$ cat config.mk
export PLATFORM = sky130hd
export DESIGN_NAME = ptql_queue
export DESIGN_NICKNAME = d
export VERILOG_FILES = /design/src/ptql_pkg.sv /design/src/ptql_queue.sv
export SDC_FILE = /design/constraint.sdc
export NUM_CORES = 1
export LEC_CHECK = 0
export BUFFER_PORTS_ARGS = -buffer_cell sky130_fd_sc_hd__buf_2
export CAP_MARGIN = 25
export CORE_ASPECT_RATIO = 1.75
export CORE_MARGIN = 2
export CORE_UTILIZATION = 51
export CTS_CLUSTER_DIAMETER = 100
export DETAILED_ROUTE_END_ITERATION = 8
export HOLD_SLACK_MARGIN = 0.02
export PLACE_DENSITY = 0.72
export SLEW_MARGIN = 25
export SYNTH_ARGS = -nofsm -noshare
export SYNTH_HDL_FRONTEND = slang
export SYNTH_SLANG_ARGS = --single-unit
$ cat constraint.sdc
create_clock -name clk -period 4.7 [get_ports clk]
set_input_delay 0.705 -clock clk [delete_from_list [all_inputs] [get_ports clk]]
set_output_delay 0.705 -clock clk [all_outputs]
set_load 0.1 [all_outputs]
$ cat src/ptql_pkg.sv
// ----------------------------------------------------------------------------
// ptql_pkg
// shared types and constants for the text quad layout block
// ----------------------------------------------------------------------------
package ptql_pkg;

    localparam logic [2:0] MODE_METRIC  = 3'd0;
    localparam logic [2:0] MODE_COLOR   = 3'd1;
    localparam logic [2:0] MODE_BEGIN   = 3'd2;
    localparam logic [2:0] MODE_MEASURE = 3'd3;
    localparam logic [2:0] MODE_DRAW    = 3'd4;

    localparam logic [2:0] CFG_FONT_SIZE      = 3'd0;
    localparam logic [2:0] CFG_CHAR_SPACING   = 3'd1;
    localparam logic [2:0] CFG_CHAR_PADDING   = 3'd2;
    localparam logic [2:0] CFG_MONOSPACED     = 3'd3;
    localparam logic [2:0] CFG_CASE_MODE      = 3'd4;
    localparam logic [2:0] CFG_PATTERN_LENGTH = 3'd5;

    localparam logic [1:0] CASE_NONE  = 2'd0;
    localparam logic [1:0] CASE_LOWER = 2'd1;
    localparam logic [1:0] CASE_UPPER = 2'd2;

    localparam logic [11:0] FONT_SIZE_RESET    = 12'd640;
    localparam logic [15:0] CHAR_SPACING_RESET = 16'd39322;
    localparam logic [15:0] CHAR_PADDING_RESET = 16'd3277;

    localparam logic [7:0]  CHAR_SPACE = 8'h20;
    localparam logic [31:0] WHITE      = 32'hFFFF_FFFF;

    localparam logic signed [19:0] POS_MAX = 20'sh7FFFF;
    localparam logic signed [19:0] POS_MIN = 20'sh80000;

    localparam int QUEUE_DEPTH = 4;
    localparam int QPTR_W      = 2;

    typedef enum logic [1:0] {
        OP_COLOR,
        OP_BEGIN,
        OP_MEASURE,
        OP_DRAW
    } op_t;

    typedef enum logic [1:0] {
        BK_IDLE,
        BK_V1,
        BK_V2,
        BK_V3
    } back_state_t;

    typedef struct packed {
        logic [11:0] font_size;
        logic [15:0] char_spacing;
        logic [15:0] char_padding;
        logic        monospaced;
        logic [1:0]  case_mode;
        logic [4:0]  pattern_length;
    } cfg_t;

    typedef struct packed {
        op_t                op;
        logic [7:0]         ch;
        logic [12:0]        lp;
        logic signed [14:0] delta0;
        logic signed [14:0] delta1;
        logic [12:0]        adv;
        logic signed [19:0] pos_x;
        logic signed [19:0] pos_y;
        logic               center;
        logic [7:0]         cidx;
        logic [31:0]        cword;
    } qent_t;

endpackage

$ cat src/ptql_queue.sv
// ----------------------------------------------------------------------------
// ptql_queue
// short queue between the input stage and the vertex sequencer
// ----------------------------------------------------------------------------
module ptql_queue (
    input  logic            clk,
    input  logic            rst_n,
    input  logic            push_valid,
    input  ptql_pkg::qent_t push_ent,
    output logic            full,
    input  logic            pop,
    output logic            empty,
    output ptql_pkg::qent_t head
);

    ptql_pkg::qent_t entries [ptql_pkg::QUEUE_DEPTH];

    logic [ptql_pkg::QPTR_W-1:0] wr_ptr_reg;
    logic [ptql_pkg::QPTR_W-1:0] rd_ptr_reg;
    logic [ptql_pkg::QPTR_W:0]   count_reg;
    logic                        push;
    logic                        do_pop;

    assign full   = count_reg == (ptql_pkg::QPTR_W + 1)'(ptql_pkg::QUEUE_DEPTH);
    assign empty  = count_reg == '0;
    assign push   = push_valid && !full;
    assign do_pop = pop && !empty;
    assign head   = entries[rd_ptr_reg];

    always_ff @(posedge clk)
    begin
        if (push)
        begin
            entries[wr_ptr_reg] <= push_ent;
        end
    end

    always_ff @(posedge clk or negedge rst_n)
    begin
        if (!rst_n)
        begin
            wr_ptr_reg <= '0;
            rd_ptr_reg <= '0;
            count_reg  <= '0;
        end
        else
        begin
            if (push)
            begin
                wr_ptr_reg <= wr_ptr_reg + 1'b1;
            end
            if (do_pop)
            begin
                rd_ptr_reg <= rd_ptr_reg + 1'b1;
            end
            if (push && !do_pop)
            begin
                count_reg <= count_reg + 1'b1;
            end
            else if (do_pop && !push)
            begin
                count_reg <= count_reg - 1'b1;
            end
        end
    end

endmodule

==> results.sh <==
export IMPL_status="completed"
export IMPL_pin_count=300
export IMPL_reg2reg_from="count_reg[2]"
export IMPL_maxSlewViolCount=0
export IMPL_row_count=99
export IMPL_drtIter0Drc=627
export IMPL_postSynthAreaPerCell_um2=26.90
export IMPL_wl_per_cell_um=23.81
export IMPL_area_growth_pct=17.62
export IMPL_dp_hpwl_mm=24.98
export IMPL_syn_instance_count=804
export IMPL_port_buffers=299
export IMPL_cts_hold_buffers_added=1
export IMPL_clock_sinks=595
export IMPL_yosysUniqueCellTypes=21
export IMPL_die_w_um=159.7
export IMPL_die_y_um=276.4
export IMPL_r2r_slack_ns=2.08
export IMPL_layout_nets=1291
export IMPL_rr_endpoint="entries[1][18]"
export IMPL_via_per_inst=5.527
export IMPL_grt_usage_pct=18.77
export IMPL_antenna_found_initial=16
export IMPL_cts_tree="done"
export IMPL_overflow=0
export IMPL_final_common_cell="edfxtp_1"
export IMPL_clk_path_buf_depth=3
export IMPL_post_route_period_util_pct=75.25
export IMPL_fin_skew_ns=0.01865
export IMPL_drc=0
export IMPL_cap_violations=0
export IMPL_cp_arrival_ns=2.83
export IMPL_synth_warning_count=0
export IMPL_layout_drive_gt1_share_pct=45.81
export IMPL_critPathTopFamily="flip-flops"
export IMPL_setup_viol=0
export IMPL_first_pass_iters=4
export IMPL_numPlacedInstances=1637
export IMPL_gp_congestion=0.7446
export IMPL_worstSetupPathType="reg2out"
export IMPL_fmaxAchievable_mhz=282.8
export IMPL_postRouteWirelength_mm=41.41
export IMPL_final_cells=1739
export IMPL_cp_data_required_time_ns=3.99
export IMPL_synth_seq_area_share_pct=82.44
export IMPL_start_util_pct=51.81
export IMPL_period_needed_ns=3.537
export IMPL_max_stage_delay_ns=0.93
export IMPL_clk_pin_slew_worst_paths_ns=0.07
export IMPL_synth_seq_cells=595
export IMPL_netlist_area_um2=21630
export IMPL_htree_levels=2
export IMPL_cp_max_fo=45
export IMPL_tns_ns=0
export IMPL_clk_latency_ns=0.56
export IMPL_grt_max_degree=149
export IMPL_final_antenna_net_count=0
export IMPL_hold_path_class="in2reg"
export IMPL_layout_common_cells="edfxtp_1 (588), buf_2 (299), mux4_2 (147)"
export IMPL_ff2ff_path_depth=4
export IMPL_crit_path_end_kind="primary output"
export IMPL_via_count=9611
export IMPL_tightest_slew_ns=1.009
export IMPL_post_cts_buffers=0
export IMPL_fin_util_pct=60.94
export IMPL_worstHoldStart="push_ent[0]"
export IMPL_relSlewSlack_pct=32.72
export IMPL_holdWs_ns=0.3563
export IMPL_hold_end="entries[2][0]"
export IMPL_cts_inserted_buffers=49
export IMPL_path_cells="buf_12, mux4_2, buf_2"
export IMPL_grt_pass1_vias=10210
export IMPL_fillers=2933
export IMPL_cts_root_buf="clkbuf_16"
export IMPL_hold_depth=1
export IMPL_path_buf_inv=2
export IMPL_critPathSlowestCell="dfrtp_4"
export IMPL_post_cts_resized=0
export IMPL_grt_first_pass_wirelength_mm=61.96
export IMPL_rsz0062_at_grt="false"
export IMPL_dieArea_um2=44140
export IMPL_syn_num_nets=961
export IMPL_hold_viol_final=0
export IMPL_core_area_um2=41740
export IMPL_cp_start_kind="flop"
export IMPL_largest_reg_flops=588
[final cells by class]
class	instances	area, µm²	share of cell area, %
clock inverter	31	309.0	1.215
clock buffer	56	1252	4.923
inverter	4	15.01	0.05902
sequential	595	17840	70.12
antenna	14	35.03	0.1377
tap	555	694.4	2.730
timing repair buffer	313	1754	6.895
multi-input combinational	171	3541	13.92
[synthesized netlist by cell type]
master | instances | area (µm²)
buf_6 | 14 | 157.7
nor3b_1 | 1 | 7.510
buf_4 | 1 | 7.510
edfxtp_1 | 588 | 17660
buf_2 | 16 | 80.08
ha_1 | 5 | 62.56
nand3_1 | 1 | 5.000
fa_1 | 1 | 20.02
nor2b_1 | 1 | 6.260
nand2_1 | 1 | 3.750
buf_1 | 2 | 7.510
clkbuf_1 | 1 | 3.750
xnor2_1 | 4 | 35.03
and2_1 | 4 | 25.02
inv_1 | 4 | 15.01
dfrtp_1 | 7 | 175.2
mux2_2 | 2 | 22.52
mux4_2 | 147 | 3311
nor2_1 | 1 | 3.750
or3_1 | 1 | 6.260
xor2_1 | 2 | 17.52
[layer usage]
layer | up-vias | GRT usage (%) | routed length, µm
li1 | 4160 | - | -
met1 | 5055 | 22.15 | 14970
met2 | 303 | 33.19 | 22490
met3 | 87 | 3.585 | 2150
met4 | 6 | 8.811 | 1769
met5 | - | 0 | 31
[cell families after synthesis]
kind of cell             after synthesis  synth area share, %
flip-flops                           595                82.44
multiplexers                         149                15.41
buffers and inverters                 38                1.255
AND/OR/NAND/NOR                       10               0.2661
XOR/XNOR                               6               0.2430
adder cells (fa/ha/maj)                6               0.3818
[through the flow]
step	setup slack, ns	instance area [µm²]
after floorplan	1.193	21640
after global placement	1.653	23830
after detailed placement	1.652	23830
after CTS	1.021	25410
after global routing	0.9302	25440
final	1.163	25440
[worst max path at each step]
stage	from	endpoint	slack, ns	cells after the start
floorplan	count_reg[0]	entries[0][0]	1.19	4
global placement	rd_ptr_reg[0]	head[118]	1.65	3
detailed placement	rd_ptr_reg[0]	head[118]	1.65	3
CTS	rd_ptr_reg[0]	head[118]	1.02	3
global route	rd_ptr_reg[0]	head[102]	0.93	3
finish	rd_ptr_reg[0]	head[118]	1.16	3
Power is not shown: default switching activity piles up to over one toggle a cycle in this logic, so the estimate is an artifact.
