===== src/ptql_pkg.sv =====
// ----------------------------------------------------------------------------
// ptql_pkg
// shared types and constants for the text quad layout block
// ----------------------------------------------------------------------------
package ptql_pkg;

    localparam logic [2:0] MODE_METRIC  = 3'd0;
    localparam logic [2:0] MODE_COLOR   = 3'd1;
    localparam logic [2:0] MODE_BEGIN   = 3'd2;
    localparam logic [2:0] MODE_MEASURE = 3'd3;
    localparam logic [2:0] MODE_DRAW    = 3'd4;

    localparam logic [2:0] CFG_FONT_SIZE      = 3'd0;
    localparam logic [2:0] CFG_CHAR_SPACING   = 3'd1;
    localparam logic [2:0] CFG_CHAR_PADDING   = 3'd2;
    localparam logic [2:0] CFG_MONOSPACED     = 3'd3;
    localparam logic [2:0] CFG_CASE_MODE      = 3'd4;
    localparam logic [2:0] CFG_PATTERN_LENGTH = 3'd5;

    localparam logic [1:0] CASE_NONE  = 2'd0;
    localparam logic [1:0] CASE_LOWER = 2'd1;
    localparam logic [1:0] CASE_UPPER = 2'd2;

    localparam logic [11:0] FONT_SIZE_RESET    = 12'd640;
    localparam logic [15:0] CHAR_SPACING_RESET = 16'd39322;
    localparam logic [15:0] CHAR_PADDING_RESET = 16'd3277;

    localparam logic [7:0]  CHAR_SPACE = 8'h20;
    localparam logic [31:0] WHITE      = 32'hFFFF_FFFF;

    localparam logic signed [19:0] POS_MAX = 20'sh7FFFF;
    localparam logic signed [19:0] POS_MIN = 20'sh80000;

    localparam int QUEUE_DEPTH = 4;
    localparam int QPTR_W      = 2;

    typedef enum logic [1:0] {
        OP_COLOR,
        OP_BEGIN,
        OP_MEASURE,
        OP_DRAW
    } op_t;

    typedef enum logic [1:0] {
        BK_IDLE,
        BK_V1,
        BK_V2,
        BK_V3
    } back_state_t;

    typedef struct packed {
        logic [11:0] font_size;
        logic [15:0] char_spacing;
        logic [15:0] char_padding;
        logic        monospaced;
        logic [1:0]  case_mode;
        logic [4:0]  pattern_length;
    } cfg_t;

    typedef struct packed {
        op_t                op;
        logic [7:0]         ch;
        logic [12:0]        lp;
        logic signed [14:0] delta0;
        logic signed [14:0] delta1;
        logic [12:0]        adv;
        logic signed [19:0] pos_x;
        logic signed [19:0] pos_y;
        logic               center;
        logic [7:0]         cidx;
        logic [31:0]        cword;
    } qent_t;

endpackage


===== src/ptql_back.sv =====
// ----------------------------------------------------------------------------
// ptql_back
// pen and width state, colour pattern store and vertex sequencer
// ----------------------------------------------------------------------------
module ptql_back #(
    parameter int PATTERN_ENTRIES = 16
) (
    input  logic                  clk,
    input  logic                  rst_n,
    input  ptql_pkg::cfg_t        cfg,
    input  logic                  q_empty,
    input  ptql_pkg::qent_t       q_head,
    output logic                  q_pop,
    output logic                  out_valid,
    input  logic                  out_ready,
    output logic signed [19:0]    vert_x,
    output logic signed [19:0]    vert_y,
    output logic [16:0]           tex_s,
    output logic [16:0]           tex_t,
    output logic [31:0]           vertex_color,
    output logic signed [19:0]    text_width,
    output logic                  last
);

    localparam int CW  = (PATTERN_ENTRIES > 1) ? $clog2(PATTERN_ENTRIES) : 1;
    localparam int LW0 = $clog2(PATTERN_ENTRIES + 1);
    localparam int LW  = (LW0 > 5) ? LW0 : 5;

    function automatic logic signed [21:0] ext22(input logic signed [19:0] v);
        return {{2{v[19]}}, v};
    endfunction

    function automatic logic signed [19:0] sat20(input logic signed [21:0] v);
        if (v > ext22(ptql_pkg::POS_MAX))
        begin
            return ptql_pkg::POS_MAX;
        end
        else if (v < ext22(ptql_pkg::POS_MIN))
        begin
            return ptql_pkg::POS_MIN;
        end
        return v[19:0];
    endfunction

    ptql_pkg::back_state_t state_reg, state_next;

    logic signed [19:0] pen_x_reg, pen_x_next;
    logic signed [19:0] pen_y_reg, pen_y_next;
    logic signed [19:0] width_reg, width_next;
    logic               has_chars_reg, has_chars_next;
    logic [CW-1:0]      color_pos_reg, color_pos_next;
    logic signed [19:0] x1_reg, x1_next;
    logic signed [19:0] y1_reg, y1_next;
    logic [12:0]        adv_reg, adv_next;
    logic [3:0]         col_reg, col_next;
    logic [3:0]         row_reg, row_next;

    logic               out_valid_reg, out_valid_next;
    logic               load_out;
    logic signed [19:0] ox, oy, ow;
    logic [16:0]        os, ot;
    logic [31:0]        oc;
    logic               ol;

    logic [31:0]        ctab [PATTERN_ENTRIES];
    logic [31:0]        col_q;
    logic               cwe;
    logic [CW-1:0]      waddr;
    logic [CW-1:0]      raddr;

    logic               can_emit;
    logic               emit_vtx;
    logic               begin_clear;
    logic [LW-1:0]      len;
    logic [CW-1:0]      pos_now;
    logic [LW-1:0]      pos_inc;
    logic [31:0]        vcolor;
    logic signed [19:0] x0, x1, y1, wnew;
    logic signed [14:0] dsel;
    logic [16:0]        s_left, s_right, t_top, t_bot;

    assign can_emit = !out_valid_reg || out_ready;
    assign waddr    = q_head.cidx[CW-1:0];

    always_comb
    begin
        len = (LW'(cfg.pattern_length) > LW'(PATTERN_ENTRIES)) ? LW'(PATTERN_ENTRIES)
                                                               : LW'(cfg.pattern_length);
        pos_now = ({{(LW-CW){1'b0}}, color_pos_reg} >= len) ? '0 : color_pos_reg;
        pos_inc = {{(LW-CW){1'b0}}, pos_now} + 1'b1;
        vcolor  = (len == '0) ? ptql_pkg::WHITE : col_q;
    end

    always_comb
    begin
        s_left  = {1'b0, col_reg, 12'd0};
        s_right = {{1'b0, col_reg} + 5'd1, 12'd0};
        t_top   = {5'd15 - {1'b0, row_reg}, 12'd0};
        t_bot   = {5'd16 - {1'b0, row_reg}, 12'd0};
    end

    always_comb
    begin
        state_next     = state_reg;
        pen_x_next     = pen_x_reg;
        pen_y_next     = pen_y_reg;
        width_next     = width_reg;
        has_chars_next = has_chars_reg;
        x1_next        = x1_reg;
        y1_next        = y1_reg;
        adv_next       = adv_reg;
        col_next       = col_reg;
        row_next       = row_reg;
        q_pop          = 1'b0;
        cwe            = 1'b0;
        emit_vtx       = 1'b0;
        begin_clear    = 1'b0;
        load_out       = 1'b0;
        ox             = '0;
        oy             = '0;
        os             = '0;
        ot             = '0;
        oc             = '0;
        ow             = '0;
        ol             = 1'b0;

        dsel = has_chars_reg ? q_head.delta1 : q_head.delta0;
        wnew = sat20(ext22(width_reg) + {{7{dsel[14]}}, dsel});
        x0   = cfg.monospaced ? pen_x_reg
                              : sat20(ext22(pen_x_reg) - {9'd0, q_head.lp});
        y1   = sat20(ext22(pen_y_reg) + {10'd0, cfg.font_size});
        x1   = sat20(ext22(pen_x_reg) + {10'd0, cfg.font_size});

        unique case (state_reg)
            ptql_pkg::BK_IDLE:
            begin
                if (!q_empty)
                begin
                    unique case (q_head.op)
                        ptql_pkg::OP_COLOR:
                        begin
                            q_pop = 1'b1;
                            cwe   = q_head.cidx < 8'(PATTERN_ENTRIES);
                        end
                        ptql_pkg::OP_BEGIN:
                        begin
                            q_pop = 1'b1;
                            begin_clear = 1'b1;
                            pen_x_next = sat20(ext22(q_head.pos_x) -
                                (q_head.center ? ext22(width_reg >>> 1) : 22'sd0));
                            pen_y_next = sat20(ext22(q_head.pos_y) -
                                (q_head.center ? {11'd0, cfg.font_size[11:1]} : 22'sd0));
                            width_next     = '0;
                            has_chars_next = 1'b0;
                        end
                        ptql_pkg::OP_MEASURE:
                        begin
                            if (can_emit)
                            begin
                                q_pop          = 1'b1;
                                width_next     = wnew;
                                has_chars_next = 1'b1;
                                load_out       = 1'b1;
                                ow             = wnew;
                                ol             = 1'b1;
                            end
                        end
                        ptql_pkg::OP_DRAW:
                        begin
                            if (can_emit)
                            begin
                                q_pop      = 1'b1;
                                emit_vtx   = 1'b1;
                                load_out   = 1'b1;
                                pen_x_next = x0;
                                y1_next    = y1;
                                adv_next   = q_head.adv;
                                col_next   = q_head.ch[3:0];
                                row_next   = q_head.ch[7:4];
                                ox         = x0;
                                oy         = y1;
                                os         = {1'b0, q_head.ch[3:0], 12'd0};
                                ot         = {5'd15 - {1'b0, q_head.ch[7:4]}, 12'd0};
                                oc         = vcolor;
                                state_next = ptql_pkg::BK_V1;
                            end
                        end
                        default:
                        begin
                            q_pop = 1'b1;
                        end
                    endcase
                end
            end
            ptql_pkg::BK_V1:
            begin
                if (can_emit)
                begin
                    emit_vtx   = 1'b1;
                    load_out   = 1'b1;
                    x1_next    = x1;
                    ox         = x1;
                    oy         = y1_reg;
                    os         = s_right;
                    ot         = t_top;
                    oc         = vcolor;
                    state_next = ptql_pkg::BK_V2;
                end
            end
            ptql_pkg::BK_V2:
            begin
                if (can_emit)
                begin
                    emit_vtx   = 1'b1;
                    load_out   = 1'b1;
                    ox         = x1_reg;
                    oy         = pen_y_reg;
                    os         = s_right;
                    ot         = t_bot;
                    oc         = vcolor;
                    state_next = ptql_pkg::BK_V3;
                end
            end
            ptql_pkg::BK_V3:
            begin
                if (can_emit)
                begin
                    emit_vtx   = 1'b1;
                    load_out   = 1'b1;
                    ox         = pen_x_reg;
                    oy         = pen_y_reg;
                    os         = s_left;
                    ot         = t_bot;
                    oc         = vcolor;
                    ol         = 1'b1;
                    pen_x_next = sat20(ext22(pen_x_reg) + {9'd0, adv_reg});
                    state_next = ptql_pkg::BK_IDLE;
                end
            end
            default:
            begin
                state_next = ptql_pkg::BK_IDLE;
            end
        endcase

        out_valid_next = load_out ? 1'b1 : (out_valid_reg && !out_ready);
    end

    // colour position and prefetch address for the next cycle
    always_comb
    begin
        if (begin_clear)
        begin
            color_pos_next = '0;
        end
        else if (emit_vtx && len != '0)
        begin
            color_pos_next = (pos_inc >= len) ? '0 : pos_inc[CW-1:0];
        end
        else
        begin
            color_pos_next = color_pos_reg;
        end
        raddr = ({{(LW-CW){1'b0}}, color_pos_next} >= len) ? '0 : color_pos_next;
    end

    always_ff @(posedge clk)
    begin
        if (cwe)
        begin
            ctab[waddr] <= q_head.cword;
        end
        col_q <= (cwe && waddr == raddr) ? q_head.cword : ctab[raddr];
    end

    always_ff @(posedge clk or negedge rst_n)
    begin
        if (!rst_n)
        begin
            state_reg <= ptql_pkg::BK_IDLE;
        end
        else
        begin
            state_reg <= state_next;
        end
    end

    always_ff @(posedge clk or negedge rst_n)
    begin
        if (!rst_n)
        begin
            pen_x_reg     <= '0;
            pen_y_reg     <= '0;
            width_reg     <= '0;
            has_chars_reg <= 1'b0;
            color_pos_reg <= '0;
            out_valid_reg <= 1'b0;
        end
        else
        begin
            pen_x_reg     <= pen_x_next;
            pen_y_reg     <= pen_y_next;
            width_reg     <= width_next;
            has_chars_reg <= has_chars_next;
            color_pos_reg <= color_pos_next;
            out_valid_reg <= out_valid_next;
        end
    end

    always_ff @(posedge clk)
    begin
        x1_reg  <= x1_next;
        y1_reg  <= y1_next;
        adv_reg <= adv_next;
        col_reg <= col_next;
        row_reg <= row_next;
        if (load_out)
        begin
            vert_x       <= ox;
            vert_y       <= oy;
            tex_s        <= os;
            tex_t        <= ot;
            vertex_color <= oc;
            text_width   <= ow;
            last         <= ol;
        end
    end

    assign out_valid = out_valid_reg;

endmodule


===== config.mk =====
export PLATFORM = sky130hd
export DESIGN_NAME = ptql_back
export DESIGN_NICKNAME = d
export VERILOG_FILES = /design/src/ptql_pkg.sv /design/src/ptql_back.sv
export SDC_FILE = /design/constraint.sdc
export NUM_CORES = 1
export LEC_CHECK = 0
export ABC_AREA = 1
export ABC_CLOCK_PERIOD_IN_PS = 3700
export BUFFER_PORTS_ARGS = -buffer_cell sky130_fd_sc_hd__buf_2
export CORE_MARGIN = 4
export CORE_UTILIZATION = 45
export DETAILED_ROUTE_END_ITERATION = 6
export PLACE_DENSITY_LB_ADDON = 0.15
export SLEW_MARGIN = 15
export SYNTH_ARGS = -nofsm -noshare
export SYNTH_HDL_FRONTEND = slang
export SYNTH_SLANG_ARGS = --single-unit

===== constraint.sdc =====
create_clock -name clk -period 3.7 [get_ports clk]
set_clock_uncertainty 0.05 [all_clocks]
set_input_delay 0.555 -clock clk [delete_from_list [all_inputs] [get_ports clk]]
set_output_delay 0.555 -clock clk [all_outputs]
set_load 0.01 [all_outputs]

==> impl_metrics.py <==
metrics = {
    "clocking": {
        "h_tree_levels": 3,
        "clock_sink_count": 748,
        "cts_buffers": 83,
        "clock-root-buffer": "clkbuf_16",
        "cts_tree": "done",
        "clk_transition_reported_paths_ps": 60,
        "clock_latency_on_the_worst_skew_pair_ps": 650,
        "ctsLongestPathBuffers": 3,
    },
    "yosys": {
        "synth.largest_area_cell": "edfxtp_1",
        "post_synth_inst_count": 3739,
        "ys_warn_count": 0,
        "synth.distinct_cells": 59,
        "synth_flop_cell": "edfxtp_1",
        "yosys-top-cells-area": "edfxtp_1 (53%), nand2_1 (9.2%), dfrtp_1 (4.5%)",
        "syn_area_cell_um2": 10.2,
        "yosysSeqAreaShare_pct": 58.2,
        "number_of_synthesized_flops_with_an_enable_pin": 676,
        "ys_ff_latch": 748,
        "yosys.area.top_type_share_pct": 53.5,
        "netlist_area_um2": 38000,
        "async_flop_share_pct": 9.09,
    },
    "placed_design": {
        "count_of_buffers_from_port_buffering": 273,
        "globalplace.congestion": 0.928,
        "dpl_cell_area_um2": 41200,
        "placedCellCount": 5084,
        "place.detailed.hpwl_um": 71900,
        "pre_cts_ws_ps": -891,
    },
    "timing": {
        "setup_total_negative_slack_ps": -836,
        "hold_viol": 0,
        "timing.final.setup_violations": 4,
        "max_freq_ghz": 0.253,
        "rsz0062_at_grt": "yes",
        "report.final.slew_viol_count": 0,
        "period_minus_slack_ps": 3950,
        "slew-limit-headroom_pct": 34.1,
        "tightestPinTransition_ps": 988,
        "post-route-period-util_pct": 107,
        "final_setup_slack_of_the_worst_path_ps": -246,
    },
    "setup_path": {
        "timing.critical_path.arrival_ps": 4440,
        "worst_path_dominant_cell_family": "compound AO/OA/AOI/OAI gates",
        "max_stage_delay_ps": 360,
        "setup.worst_path.end_class": "register",
        "worstSetupStartpointType": "primary input",
        "critical-path-slowest-cell": "ha_2",
        "timing.critical_path.fanout_max": 4,
        "path_buf_inv": 3,
        "critical_path_required_ps": 4190,
        "criticalPathCategory": "in2reg",
    },
    "layout": {
        "largest-register": "ctab",
        "largest_register_ff_count": 512,
        "drive_gt1_share_pct": 14.5,
        "final_area_um2": 44100,
        "reg.largest.list": "ctab x512, vertex_color x32",
        "final_nets": 4377,
        "final_cells": 5256,
        "flow.area_growth_from_synthesis_pct": 16.2,
    },
    "grt": {
        "grt_usage_pct": 23.7,
        "global_route.overflow_total": 0,
        "first_global_vias": 26824,
        "grt_start_max_net_pins": 123,
        "grt_pass1_wl_um": 163000,
        "antenna_violations_before_repair": 12,
    },
    "floorplanning": {
        "die_area_um2": 89100,
        "num_rows": 106,
        "io-pin-count": 332,
        "die_width_um": 298,
        "core_area_um2": 83700,
        "die_ht_um": 298,
        "start_util_pct": 45.4,
    },
    "route": {
        "firstDrtPassIters": 5,
        "drtIter0Drc": 2312,
        "route.vias.total": 28229,
        "detail-route-antenna-nets": 0,
        "routed_wl_um": 108000,
        "drt-vias-per-instance": 5.37,
        "drcViolationCount": 0,
        "wire_per_inst_um": 20.5,
    },
    "power_and_ir_drop": {
        "p_leak_nw": 18.5,
        "ir_worst_vdd_mv": 0.505,
        "power_density_nw_per_um2": 794,
    },
    "outcome": {
        "violations_in_the_final_reports": "setup timing",
        "run_status": "finished with violations",
    },
    "flow_run": {
        "max_cap_viols": 0,
    },
    "min_path": {
        "timing.hold.worst.class": "in2reg",
    },
}
## report_power, final
group          total, mW  switching [mW]  internal, mW
logic               15.0            9.65          5.33
clock network       8.26            3.50          4.77
registers           11.8            1.10          10.7
total               35.0            14.2          20.8
## per-stage QoR
step	utilization, %	hold slack, ps	total power, mW
after floorplan	-	209	21.9
after global placement	49.2	428	26.5
after detailed placement	49.2	429	26.6
after CTS	52.7	0.647	35.3
after global routing	52.7	9.00	37.5
final	52.7	45.3	35.0
## final cells by class
type                       count  area [µm²]
antenna                        6        15.0
clock buffer                  98        2180
clock inverter                57         579
fill                        7581       39600
inverter                     304        1140
multi-input combinational   2518       14200
sequential                   748       22100
tap                         1134        1420
timing repair buffer         391        2520
## Yosys cell counts (all sizes together) (7+ instances only)
| cell type | n |
|---|---|
| nand2 | 943 |
| nor2 | 301 |
| nor4 | 10 |
| clkbuf | 114 |
| xnor2 | 47 |
| a21oi | 152 |
| xor2 | 55 |
| o32ai | 13 |
| ha | 121 |
| o211ai | 16 |
| nand4 | 23 |
| nand3 | 228 |
| a21o | 14 |
| buf | 78 |
| fa | 7 |
| mux2i | 115 |
| edfxtp | 676 |
| nor3 | 20 |
| a32o | 11 |
| a22o | 12 |
| o221ai | 115 |
| dfrtp | 68 |
| a21boi | 12 |
| inv | 299 |
| o21bai | 7 |
| o21ai | 235 |
## worst paths after layout
kind / startpoint / to / slack [ps] / cells after the start
worst max-delay path: cfg[1] / register / -250 / 25
worst min-delay path: q_head[83] / adv_reg[2]$_DFFE_PP_ / 50 / 1
worst max register to register: color_pos_reg[1]$_DFF_PN0_ / register / -170 / 23
worst min register to register: width_reg[0]$_DFFE_PN0P_ / width_reg[0]$_DFFE_PN0P_ / 440 / 2
max in group asynchronous: rst_n / pen_x_reg[4]$_DFFE_PN0P_ / 2380 / 3
min in group asynchronous: rst_n / width_reg[18]$_DFFE_PN0P_ / 490 / 2
## logic make-up (layout without fill, tap and decap cells)
| logic type | count (synthesis) | in the layout | synth area share, % |
|---|---|---|---|
| other | 1 | 30 | 0.00988 |
| DFF | 748 | 748 | 58.2 |
| xor gates and xnor gates | 102 | 102 | 2.37 |
| adders and majority gates | 128 | 128 | 4.36 |
| buffers and inverters | 496 | 850 | 5.38 |
| and+or+nand+nor | 1543 | 1543 | 16.6 |
| AOI/OAI and AO/OA | 606 | 606 | 10.0 |
| muxes | 115 | 115 | 3.03 |
## metal layers
metal	global-route usage [%]	vias to the layer above	share of wire, %
met2	39.6	801	48
li1	-	13673	-
met5	0	-	0.036
met3	3.45	188	5.3
met4	8.45	6	3.5
met1	31.7	13561	43
## cell usage in the layout (no fill, tap or decap), types with 117 or more instances in the layout
master	count
a21oi_1	148
buf_2	270
edfxtp_1	676
ha_1	117
inv_1	292
nand2_1	929
nand3_1	227
nor2_1	278
o21ai_0	228
## what timing repair did
action | CTS | global route
buffers inserted | 13 | 2
setup endpoints to repair | 4 | 23
hold buffers | 2 | 0
resized for setup | 21 | 5
pin swaps | 9 | 3
hold endpoints to repair | 53 | 0
Note: power is estimated with default switching activity, not from simulation.
